<file path="src/rtl/rcmp_pkg.sv">
// Shared constants and types for the rod cutting maximum profit block.
`timescale 1ns / 1ps
`default_nettype none

package rcmp_pkg;

  localparam int PRICE_W    = 16;
  localparam int PROFIT_W   = 21;
  localparam int LEN_W      = 7;
  localparam int PRICE_PEAK = 32767;

  localparam logic [PROFIT_W-1:0] PROFIT_MAX = {PROFIT_W{1'b1}};

  typedef struct packed {
    logic clear;
    logic take;
  } acc_ctrl_t;

endpackage

`default_nettype wire

</file>
<file path="src/rtl/rod_cutting_max_profit.sv">
// Top level of the rod cutting maximum profit block: price loading, table fill sequencer, result.
`timescale 1ns / 1ps
`default_nettype none

// Prices arrive one per cycle, the price of length 1 first; the transaction with last set
// closes the list and the rod length n is the number of prices kept (at most MAX_LEN, extras
// are dropped and flagged). After the last price the input stalls while the best-profit table
// is filled by one shared add and compare unit reading one price and one table entry per
// cycle, and the result is then handed to the output register. The output register holds
// the result while the next list loads; a new fill does not finish until the previous
// result has been taken.
module rod_cutting_max_profit
  import rcmp_pkg::*;
#(
  parameter int MAX_LEN = 64
) (
  input  wire logic                clk,
  input  wire logic                rst,
  input  wire logic                in_valid,
  output logic                     in_stall,
  input  wire logic [PRICE_W-1:0]  price,
  input  wire logic                last,
  output logic                     out_valid,
  input  wire logic                out_stall,
  output logic      [PROFIT_W-1:0] profit,
  output logic      [LEN_W-1:0]    rod_length,
  output logic                     overflow
);

  localparam int CW  = $clog2(MAX_LEN + 1);
  localparam int AW  = (MAX_LEN > 1) ? $clog2(MAX_LEN) : 1;
  localparam int BW  = $clog2(MAX_LEN * PRICE_PEAK + 1);
  localparam int SW  = (BW > PROFIT_W) ? BW : PROFIT_W;

  localparam logic [2:0] S_IDLE   = 3'd0;
  localparam logic [2:0] S_INIT   = 3'd1;
  localparam logic [2:0] S_RUN    = 3'd2;
  localparam logic [2:0] S_WRITE  = 3'd3;
  localparam logic [2:0] S_FINISH = 3'd4;

  logic [2:0]          state;
  logic [CW-1:0]       count;
  logic                dropped;
  logic [CW-1:0]       row;
  logic [CW-1:0]       col;
  logic                pend;
  logic [PROFIT_W-1:0] fin_profit;

  logic                in_accept;
  logic                out_free;
  logic                price_we;
  logic [PRICE_W-1:0]  price_rdata;
  logic                best_we;
  logic [CW-1:0]       best_waddr;
  logic [BW-1:0]       best_wdata;
  logic [CW-1:0]       best_raddr;
  logic [BW-1:0]       best_rdata;
  logic [BW-1:0]       unit_result;
  logic [SW-1:0]       result_wide;
  acc_ctrl_t           ctrl;

  assign in_stall   = (state != S_IDLE);
  assign in_accept  = in_valid && !in_stall;
  assign out_free   = !out_valid || !out_stall;
  assign price_we   = in_accept && (count < CW'(MAX_LEN));
  assign best_raddr = CW'(row - CW'(1) - col);
  assign result_wide = SW'(unit_result);

  always_comb begin
    ctrl.clear = (state == S_INIT) || (state == S_WRITE);
    ctrl.take  = ((state == S_RUN) && pend) || (state == S_WRITE);
    best_we    = (state == S_INIT) || (state == S_WRITE);
    if (state == S_INIT) begin
      best_waddr = '0;
      best_wdata = '0;
    end else begin
      best_waddr = row;
      best_wdata = unit_result;
    end
  end

  rcmp_ram #(
    .WIDTH(PRICE_W),
    .DEPTH(MAX_LEN)
  ) u_price_ram (
    .clk  (clk),
    .we   (price_we),
    .waddr(count[AW-1:0]),
    .wdata(price),
    .raddr(col[AW-1:0]),
    .rdata(price_rdata)
  );

  rcmp_ram #(
    .WIDTH(BW),
    .DEPTH(MAX_LEN + 1)
  ) u_best_ram (
    .clk  (clk),
    .we   (best_we),
    .waddr(best_waddr),
    .wdata(best_wdata),
    .raddr(best_raddr),
    .rdata(best_rdata)
  );

  rcmp_max_unit #(
    .BW(BW)
  ) u_max_unit (
    .clk   (clk),
    .ctrl  (ctrl),
    .price (price_rdata),
    .best  (best_rdata),
    .result(unit_result)
  );

  always_ff @(posedge clk) begin
    if (rst) begin
      state     <= S_IDLE;
      count     <= '0;
      dropped   <= 1'b0;
      row       <= '0;
      col       <= '0;
      pend      <= 1'b0;
      out_valid <= 1'b0;
    end else begin
      if ((state == S_FINISH) && out_free) begin
        out_valid <= 1'b1;
      end else if (!out_stall) begin
        out_valid <= 1'b0;
      end
      unique case (state)
        S_IDLE: begin
          if (in_accept) begin
            if (price_we) begin
              count <= count + CW'(1);
            end else begin
              dropped <= 1'b1;
            end
            if (last) begin
              state <= S_INIT;
            end
          end
        end
        S_INIT: begin
          row   <= CW'(1);
          col   <= '0;
          pend  <= 1'b0;
          state <= S_RUN;
        end
        S_RUN: begin
          pend <= 1'b1;
          col  <= col + CW'(1);
          if (col == CW'(row - CW'(1))) begin
            state <= S_WRITE;
          end
        end
        S_WRITE: begin
          pend <= 1'b0;
          col  <= '0;
          if (row == count) begin
            if (result_wide > SW'(PROFIT_MAX)) begin
              fin_profit <= PROFIT_MAX;
            end else begin
              fin_profit <= PROFIT_W'(result_wide);
            end
            state <= S_FINISH;
          end else begin
            row   <= row + CW'(1);
            state <= S_RUN;
          end
        end
        S_FINISH: begin
          if (out_free) begin
            count     <= '0;
            dropped   <= 1'b0;
            state     <= S_IDLE;
          end
        end
        default: begin
          state <= S_IDLE;
        end
      endcase
    end
  end

  always_ff @(posedge clk) begin
    if ((state == S_FINISH) && out_free) begin
      profit     <= fin_profit;
      rod_length <= LEN_W'(count);
      overflow   <= dropped;
    end
  end

endmodule

`default_nettype wire

</file>
<file path="src/rtl/rcmp_ram.sv">
// Generic single-write, single-read RAM with a registered read port.
`timescale 1ns / 1ps
`default_nettype none

module rcmp_ram #(
  parameter int WIDTH = 16,
  parameter int DEPTH = 64,
  localparam int AW = (DEPTH > 1) ? $clog2(DEPTH) : 1
) (
  input  wire logic             clk,
  input  wire logic             we,
  input  wire logic [AW-1:0]    waddr,
  input  wire logic [WIDTH-1:0] wdata,
  input  wire logic [AW-1:0]    raddr,
  output logic      [WIDTH-1:0] rdata
);

  logic [WIDTH-1:0] mem [DEPTH];

  always_ff @(posedge clk) begin
    if (we) begin
      mem[waddr] <= wdata;
    end
    rdata <= mem[raddr];
  end

endmodule

`default_nettype wire

</file>
<file path="src/rtl/rcmp_max_unit.sv">
// Shared add and compare unit that keeps the running best candidate of one table row.
`timescale 1ns / 1ps
`default_nettype none

module rcmp_max_unit
  import rcmp_pkg::*;
#(
  parameter int BW = 22
) (
  input  wire logic                clk,
  input  wire acc_ctrl_t           ctrl,
  input  wire logic [PRICE_W-1:0]  price,
  input  wire logic [BW-1:0]       best,
  output logic      [BW-1:0]       result
);

  logic        [BW-1:0] acc;
  logic signed [BW:0]   price_ext;
  logic signed [BW:0]   best_ext;
  logic signed [BW:0]   cand;
  logic signed [BW:0]   acc_ext;

  assign price_ext = (BW + 1)'($signed(price));
  assign best_ext  = signed'((BW + 1)'(best));
  assign acc_ext   = signed'((BW + 1)'(acc));
  assign cand      = price_ext + best_ext;

  always_comb begin
    if (ctrl.take && (cand > acc_ext)) begin
      result = BW'(cand);
    end else begin
      result = acc;
    end
  end

  always_ff @(posedge clk) begin
    if (ctrl.clear) begin
      acc <= '0;
    end else if (ctrl.take) begin
      acc <= result;
    end
  end

endmodule

`default_nettype wire

</file>
<file path="config.mk">
export PLATFORM = sky130hd
export DESIGN_NAME = rod_cutting_max_profit
export DESIGN_NICKNAME = d
export VERILOG_FILES = /design/src/rtl/rcmp_pkg.sv /design/src/rtl/rod_cutting_max_profit.sv /design/src/rtl/rcmp_ram.sv /design/src/rtl/rcmp_max_unit.sv
export SDC_FILE = /design/constraint.sdc
export NUM_CORES = 2
export LEC_CHECK = 0
export BUFFER_PORTS_ARGS = -buffer_cell sky130_fd_sc_hd__buf_2
export CORE_UTILIZATION = 40
export CTS_CLUSTER_SIZE = 8
export DETAILED_ROUTE_END_ITERATION = 12
export GPL_ROUTABILITY_DRIVEN = 0
export GPL_TIMING_DRIVEN = 0
export RECOVER_POWER = 25
export SKIP_LAST_GASP = 1
export SYNTH_ARGS = -nofsm -noshare
export SYNTH_HDL_FRONTEND = slang
export SYNTH_HIERARCHICAL = 1
export SYNTH_SLANG_ARGS = --single-unit
</file>
<file path="constraint.sdc">
create_clock -name clk -period 7.7 [get_ports clk]
set_clock_uncertainty 0.05 [all_clocks]
set_input_delay 0.385 -clock clk [delete_from_list [all_inputs] [get_ports clk]]
set_output_delay 0.385 -clock clk [all_outputs]
set_load 0.1 [all_outputs]
</file>
# After elaboration in Yosys (flattened, before gate mapping)
# Memories as Yosys holds them, arrays and structs flattened. A register that Yosys moved wholly into a read port is not among the register bits.
# Cells that the tools add are included.
dict set report totals {
  ff_bits 98
  ram_bits 2389
  inputBits 21
  output_inout_bits 31
  word_cells 87
  mem_count 2
}
# memory depth word_bits read_ports rd_ports_with_merged_regs wr line_no
set mem_list {}
lappend mem_list {u_best_ram.mem 65 21 1 1 1 rcmp_ram.sv:18} ;# logic [WIDTH-1:0] mem [DEPTH];
lappend mem_list {u_price_ram.mem 64 16 1 1 1 rcmp_ram.sv:18}
dict set report op_classes {
  n_addsub 6
  order_cmp 3
  eq_ne 14
  n_mux 27
  bitwise 1
  reduce_logical 22
}
# cell count
set ops {}
lappend ops {{21-bit two-way mux} 2}
lappend ops {{7-bit one-hot mux with 2 select lines} 3}
lappend ops {{7-bit two-way mux} 5}
lappend ops {{16-bit by 22-bit adder with 22-bit output} 1}
lappend ops {{22-bit greater-than comparator} 1}
lappend ops {{7-bit by 1-bit adder with 7-bit output, second input constant} 3}
lappend ops {{21-bit greater-than comparator, second input constant} 1}
lappend ops {{3-bit two-way mux} 5}
lappend ops {{3-bit one-hot mux with 5 select lines} 1}
lappend ops {{7-bit equality test} 2}
lappend ops {{2-bit != test, second input constant} 6}
lappend ops {{4-bit AND reduction} 3}
lappend ops {{1-bit two-way mux} 9}
lappend ops {{7-bit less-than comparator, second input constant} 1}
lappend ops {{7-bit by 1-bit subtractor with 7-bit output, second input constant} 1}
lappend ops {{7-bit subtractor} 1}
lappend ops {{3-bit by 2-bit equality test with 1-bit output, second input constant} 2}
lappend ops {{2-bit nonzero test} 3}
lappend ops {{1-bit logical AND} 5}
lappend ops {{2-bit by 1-bit != test with 1-bit output, second input constant} 2}
lappend ops {{1-bit one-hot mux with 2 select lines} 2}
lappend ops {{3-bit by 1-bit equality test with 1-bit output, second input constant} 1}
lappend ops {{3-bit equality test, second input constant} 1}
lappend ops {{1-bit logical NOT} 3}
lappend ops {{other kinds (7)} 9}

# Depth between registers and ports, before layout
dict set report logic_depth {
  word_depth 7
  ltp_mapped 21
  depth_no_buf 19
}

# Modules after synthesis
# The synthesis kept the hierarchy.
# mod n_inst cells_each area_each_um2 seq_area_each_um2
set by_module_without_submodules {}
lappend by_module_without_submodules {{rcmp_ram at u_best_ram} 1 2599 53284.9 41409.7}
lappend by_module_without_submodules {{rcmp_ram at u_price_ram} 1 1829 40042.2 31069.8}
lappend by_module_without_submodules {rod_cutting_max_profit 1 322 3487.1 2042.0}
lappend by_module_without_submodules {rcmp_max_unit 1 379 3064.2 420.4}

# Worst setup path before layout
# OpenSTA, ideal clock, no wires.
dict set report synth_timing {
  path_kind {reg-to-reg}
  from {register u_price_ram.rdata[1], read port of u_price_ram.mem}
  to {memory u_best_ram/mem[0][9] (netlist bit), data pin}
  setup_time_ns 0.522
  t_arrival_ns 5.462
  slack_ns 1.666
  stages_incl_launch_ff 19
  n_path_buf 2
  synth_period_minus_slack_ns 6.034
  path_cell_list {dfxtp_1 -> ha_1 -> a211oi_1 -> o21ai_2 -> a211oi_1 -> nor4_1 -> o21a_1 -> or2_2 -> ha_1 -> and4_1 -> and3_1 -> o21ai_0 -> a31oi_1 -> o31ai_1 -> or4_1 -> buf_6 -> buf_12 -> mux2_4 -> nor2b_1}
}
dict set report synth_between {
  elab_chain_len 5
}
# element line_no
set synth_rtl {}
lappend synth_rtl {{start, declared} rcmp_ram.sv:15} ;# output logic [WIDTH-1:0] rdata
lappend synth_rtl {{16-bit by 22-bit adder with 22-bit output *} rcmp_max_unit.sv:26} ;# assign cand = price_ext + best_ext;
lappend synth_rtl {{22-bit greater-than comparator} rcmp_max_unit.sv:29} ;# if (ctrl.take && (cand > acc_ext)) begin
lappend synth_rtl {{1-bit logical AND} rcmp_max_unit.sv:29}
lappend synth_rtl {{21-bit two-way mux *} rcmp_max_unit.sv:29}
lappend synth_rtl {{net result_wide[9]} rod_cutting_max_profit.sv:59} ;# logic [SW-1:0] result_wide;
lappend synth_rtl {{21-bit two-way mux *} rod_cutting_max_profit.sv:73} ;# if (state == S_INIT) begin
lappend synth_rtl {{net best_wdata[9]} rod_cutting_max_profit.sv:55} ;# logic [BW-1:0] best_wdata;
lappend synth_rtl {{end, declared} rcmp_ram.sv:18}
# Mark *: on every way through the listed nets, which the timed path passes. The rest lies on a longest branch.

# Final worst setup path
dict set report layout_timing {
  from {register row[0]}
  to {register u_best_ram.rdata[13], read port of u_best_ram.mem}
}
dict set report layout_between {
  elab_chain_len 2
}
# element line_no
set layout_rtl {}
lappend layout_rtl {{start, declared} rod_cutting_max_profit.sv:44} ;# logic [CW-1:0] row;
lappend layout_rtl {{start signal, assigned} rod_cutting_max_profit.sv:168} ;# row <= row + CW'(1);
lappend layout_rtl {{7-bit by 1-bit subtractor with 7-bit output} rod_cutting_max_profit.sv:66} ;# assign best_raddr = CW'(row - CW'(1) - col);
lappend layout_rtl {{7-bit subtractor} rod_cutting_max_profit.sv:66}
lappend layout_rtl {{net best_raddr[5]} rod_cutting_max_profit.sv:56} ;# logic [CW-1:0] best_raddr;
lappend layout_rtl {{end, declared} rcmp_ram.sv:15}
# The timed path passes the listed nets, and every way through them passes these cells.
# A chain may end at the register's enable or synchronous reset.

==> results.tsv <==
stage	metric	value	unit
logic_synthesis	synth top area cells	edfxtp_1 73%, mux4_2 9.7%, mux2i_1 3.6%	
routing	residual antenna-violating net count after detailed routing	0	
routing	number of detailed-route iterations in the first pass	7	
logic_synthesis	Synth Net Count	5204	
logic_synthesis	total standard cell area after synthesis	99900	µm²
logic_synthesis	cell taking the most area after synthesis	edfxtp_1	
logic_synthesis	top cell type's share of synthesized area	73.3	%
min_path	worst hold path startpoint	fin_profit[5]	
layout	area taken by flip-flops and latches	74900	µm²
die	area of the placeable core	248000	µm²
routing	iteration-0 DRC count of the detailed router	6141	
worst_setup_path	required time of the critical path	8.40	ns
placed_design	half-perimeter wire length after detailed placement	184000	µm
clocking	insertion delay to the later sink of the worst-skew pair	0.98	ns
clocking	Bufs on Longest Clock Path	4	
global_route	wire length of the first global-routing pass	383000	µm
worst_setup_path	Max stage delay cell, worst path	nor4_1	
clocking	clock-pin transition on the worst setup and hold timing paths	0.05	ns
min_path	Min-Delay Path Class	reg -> reg	
die	count of boundary I/O pins	52	
die	number of standard-cell rows in the floorplan	183	
worst_setup_path	start of the worst register-to-register path	row[0]	
routing	Post-route DRC	0	
logic_synthesis	number of warnings reported in the yosys synthesis log	6	
global_route	GRT Residual Overflow	0	
routing	Routed Wire Length	270000	µm
worst_setup_path	worst setup path category	reg -> reg	
global_route	largest net degree at the start of global routing	65	
run_status	result of the run	complete, but fails checks	
clocking	TritonCTS clock tree	built	
worst_setup_path	Buf+Inv Stages, Crit Path	4	
global_route	number of antenna violations at the first check in global routing	16	
worst_setup_path	Crit path largest cell delay	0.83	ns
logic_synthesis	proportion of register bits with asynchronous set or reset after synthesis	0	%
run_status	violated checks	max-capacitance violations, max-slew violations	
global_route	vias in the first global route	52800	
layout	post-synthesis to final-layout area growth	17.1	%
global_route	global router's overall resource usage	21.4	%
timing	setup repair after global routing missed its margin	no	
routing	detailed-route wire length per cell	29.5	µm
timing	Hold Violations, Final	0	
timing	worst-margin pin slew	3.54	ns
timing	Min Hold Slack	0.318	ns
worst_setup_path	CP cell instances	inv_1 -> ha_1 -> inv_1 -> ha_1 -> nor2b_1 -> o21ai_1 -> a21boi_1 -> or4_1 -> nand3_1 -> clkbuf_1 -> nor2_1 -> nand3b_1 -> buf_2 -> o221ai_1 -> nor4_1 -> a31oi_1 -> or3_1	
timing	final setup violating endpoints	0	
timing	relative max-transition margin	-136	%
worst_setup_path	family with the most delay on the worst path	simple AND/OR/NAND/NOR gates	
die	Die Span X	502	µm
clocking	root buffer selected by CTS	clkbuf_16	
layout	end-of-flow core utilization	47.1	%
clocking	number of sinks driven by the clock tree	2524	
placed_design	number of buffers added on ports	51	
layout	area of the multi-input gates	23500	µm²
pwr	cell leakage power	38.4	nW
worst_setup_path	Critical Path Source	row[0]	
pwr	worst ir drop on vdd	0.000201	V
timing	max-slew violation count	1099	
worst_setup_path	sort of element at the start of the critical path	flip-flop	
die	Die Outline Area	252000	µm²
logic_synthesis	Post-Synthesis Mean Instance Area	19.5	µm²
pwr	areal power density over the cells	272	nW/µm²
timing	final period utilization	82.0	%
layout	net count of the finished layout	5788	
routing	number of vias per cell after detailed routing	5.78	
layout	share of layout cells above drive strength 1	23.7	%
clocking	number of H-tree levels	5	
worst_setup_path	Crit path arrival time	7.01	ns
timing	Achievable Freq	158	MHz
logic_synthesis	number of instances in the synthesized netlist	5129	
clocking	TritonCTS Buffers	367	
timing	clock period minus final worst setup slack	6.32	ns
logic_synthesis	count of flip-flops with a built-in enable after synthesis	2439	
routing	vias after detailed routing	52900	
logic_synthesis	flip-flop and latch count after synthesis	2524	
logic_synthesis	number of distinct standard cells referenced by the synthesized netlist	86	
layout	Filler Cell Count	20600	
logic_synthesis	prevailing post-synth register cell	edfxtp_1	
worst_setup_path	Worst setup EP type	flip-flop	
worst_setup_path	Crit Path Max Fanout	10	
die	initial core utilization	40.2	%
die	die height	502	µm
flow_run	number of max-cap violations	19	
logic_synthesis	proportion of synthesized chip area in sequential cells	75.0	%
## flip-flops by register name, indices dropped and copies added (netlist names)
signal	cells
u_best_ram/mem	1365
u_price_ram/mem	1024
fin_profit	21
profit	21
u_best_ram/rdata	21
u_max_unit/acc	21
u_price_ram/rdata	16
col	7
count	7
rod_length	7
row	7
state	3
dropped	1
out_valid	1
overflow	1
pend	1
## layout by cell type (no fill, tap or decap), types with 23 or more instances in the layout
cell type / netlist / routed
a211oi_1: 126 / 126
a21oi_1: 69 / 69
a221oi_1: 37 / 37
a22oi_1: 40 / 40
a31oi_1: 43 / 43
buf_12: 7 / 29
buf_2: 100 / 104
buf_4: 21 / 23
buf_6: 35 / 59
buf_8: 4 / 91
clkbuf_1: 125 / 247
clkbuf_16: 0 / 370
dfxtp_1: 85 / 85
edfxtp_1: 2439 / 2439
ha_1: 52 / 52
inv_1: 51 / 52
mux2_2: 51 / 51
mux2i_1: 355 / 355
mux4_2: 431 / 431
nand2_1: 165 / 165
nand3_1: 57 / 57
nand4_1: 24 / 24
nor2_1: 209 / 111
nor2_2: 2 / 91
nor2b_1: 134 / 113
o21ai_0: 39 / 39
o21ai_1: 30 / 30
o221ai_1: 43 / 43
or3_1: 27 / 27
## synthesized netlist by cell type, types with 8 or more instances
cell / n
nor4_1: 22
nand2b_1: 8
a22oi_1: 40
nor2_1: 209
mux2i_1: 355
o21ai_1: 30
xor2_1: 13
mux2_2: 51
a21oi_1: 69
and4_1: 9
a311oi_1: 9
mux4_2: 431
inv_1: 51
a211o_1: 11
xnor2_1: 18
a211oi_2: 11
edfxtp_1: 2439
buf_2: 100
nand4_1: 24
o21ai_0: 39
clkbuf_1: 125
nand2_1: 165
o211ai_1: 9
nor2b_1: 134
nand3_1: 57
o221ai_1: 43
o22ai_1: 21
nor3_1: 24
buf_4: 21
or4_1: 10
a211oi_1: 126
a221oi_1: 37
mux2_4: 20
buf_6: 35
o21a_1: 12
a31oi_1: 43
and3_1: 10
buf_1: 8
ha_1: 52
dfxtp_1: 85
or3_1: 27
## worst paths after layout
kind	end	slack (ns)	cells after the start
max	u_best_ram/rdata[13]	1.38	17
min	profit[5]	0.32	0
max reg2reg	u_best_ram/rdata[13]	1.38	17
min reg2reg	profit[5]	0.32	0
## what timing repair did
item	CTS	global route
hold buffers	4	5
buffers inserted	0	0
endpoints found under the hold margin	19	30
resized for setup	0	0
## per-layer routing
metal / track usage (%) / vias to the layer above / routed length, µm
li1: - / 22100 / -
met1: 29.4 / 28000 / 111000
met2: 33.5 / 2229 / 127000
met3: 4.27 / 513 / 21200
met4: 7.75 / 14 / 9770
met5: 0.560 / - / 227
## final cells by class
cell class	instances	area share [%]
antenna	20	0.0428
multi-input combinational	2247	20.1
tap	3330	3.56
inverter	54	0.173
sequential	2524	64.1
buffer	304	1.52
timing repair buffer	215	2.35
clock inverter	13	0.103
clock buffer	441	8.15
## worst reg2reg max path: stages (launching register included)
cell,delay (ns)
dfxtp_1,0.53
inv_1,0.22
ha_1,0.33
inv_1,0.12
ha_1,0.26
nor2b_1,0.13
o21ai_1,0.15
a21boi_1,0.12
or4_1,0.42
nand3_1,0.20
clkbuf_1,0.57
nor2_1,0.16
nand3b_1,0.22
buf_2,0.26
o221ai_1,0.38
nor4_1,0.83
a31oi_1,0.60
or3_1,0.61
## stage by stage
stage | std cells | power, mW | area (µm²) | setup TNS, ns | setup slack [ns]
2_1_floorplan | 5129 | 17.1 | 99900 | 0 | 1.67
3_3_place_gp | 8510 | 18.1 | 104000 | -2234.29 | -2.52
3_5_place_dp | 8665 | 18.2 | 107000 | 0 | 1.50
6_report | 9148 | 31.9 | 117000 | 0 | 1.38
5_1_grt | 9136 | 32.8 | 117000 | 0 | 1.11
4_1_cts | 9123 | 32.0 | 117000 | 0 | 1.49
## cell families (layout without fill, tap and decap cells)
logic type,Yosys count,count (layout),share of synthesized area [%]
flip-flops,2524,2524,75.0
multiplexers,861,861,14.3
AND/OR/NAND/NOR,743,743,3.75
AO/OA/AOI/OAI,558,558,4.02
buffers and inverters,358,1027,1.98
adder cells (fa/ha/maj),54,54,0.692
XOR/XNOR,31,31,0.272
other,0,20,0
## power by group
group,internal [mW],leakage [nW],total (mW),switching [mW]
registers,15.3,22.8,15.4,0.0378
clock network,8.51,4.71,13.9,5.38
logic,0.859,10.9,2.58,1.72
total,24.7,38.4,31.9,7.14
Power figures use the tool's default switching activity.
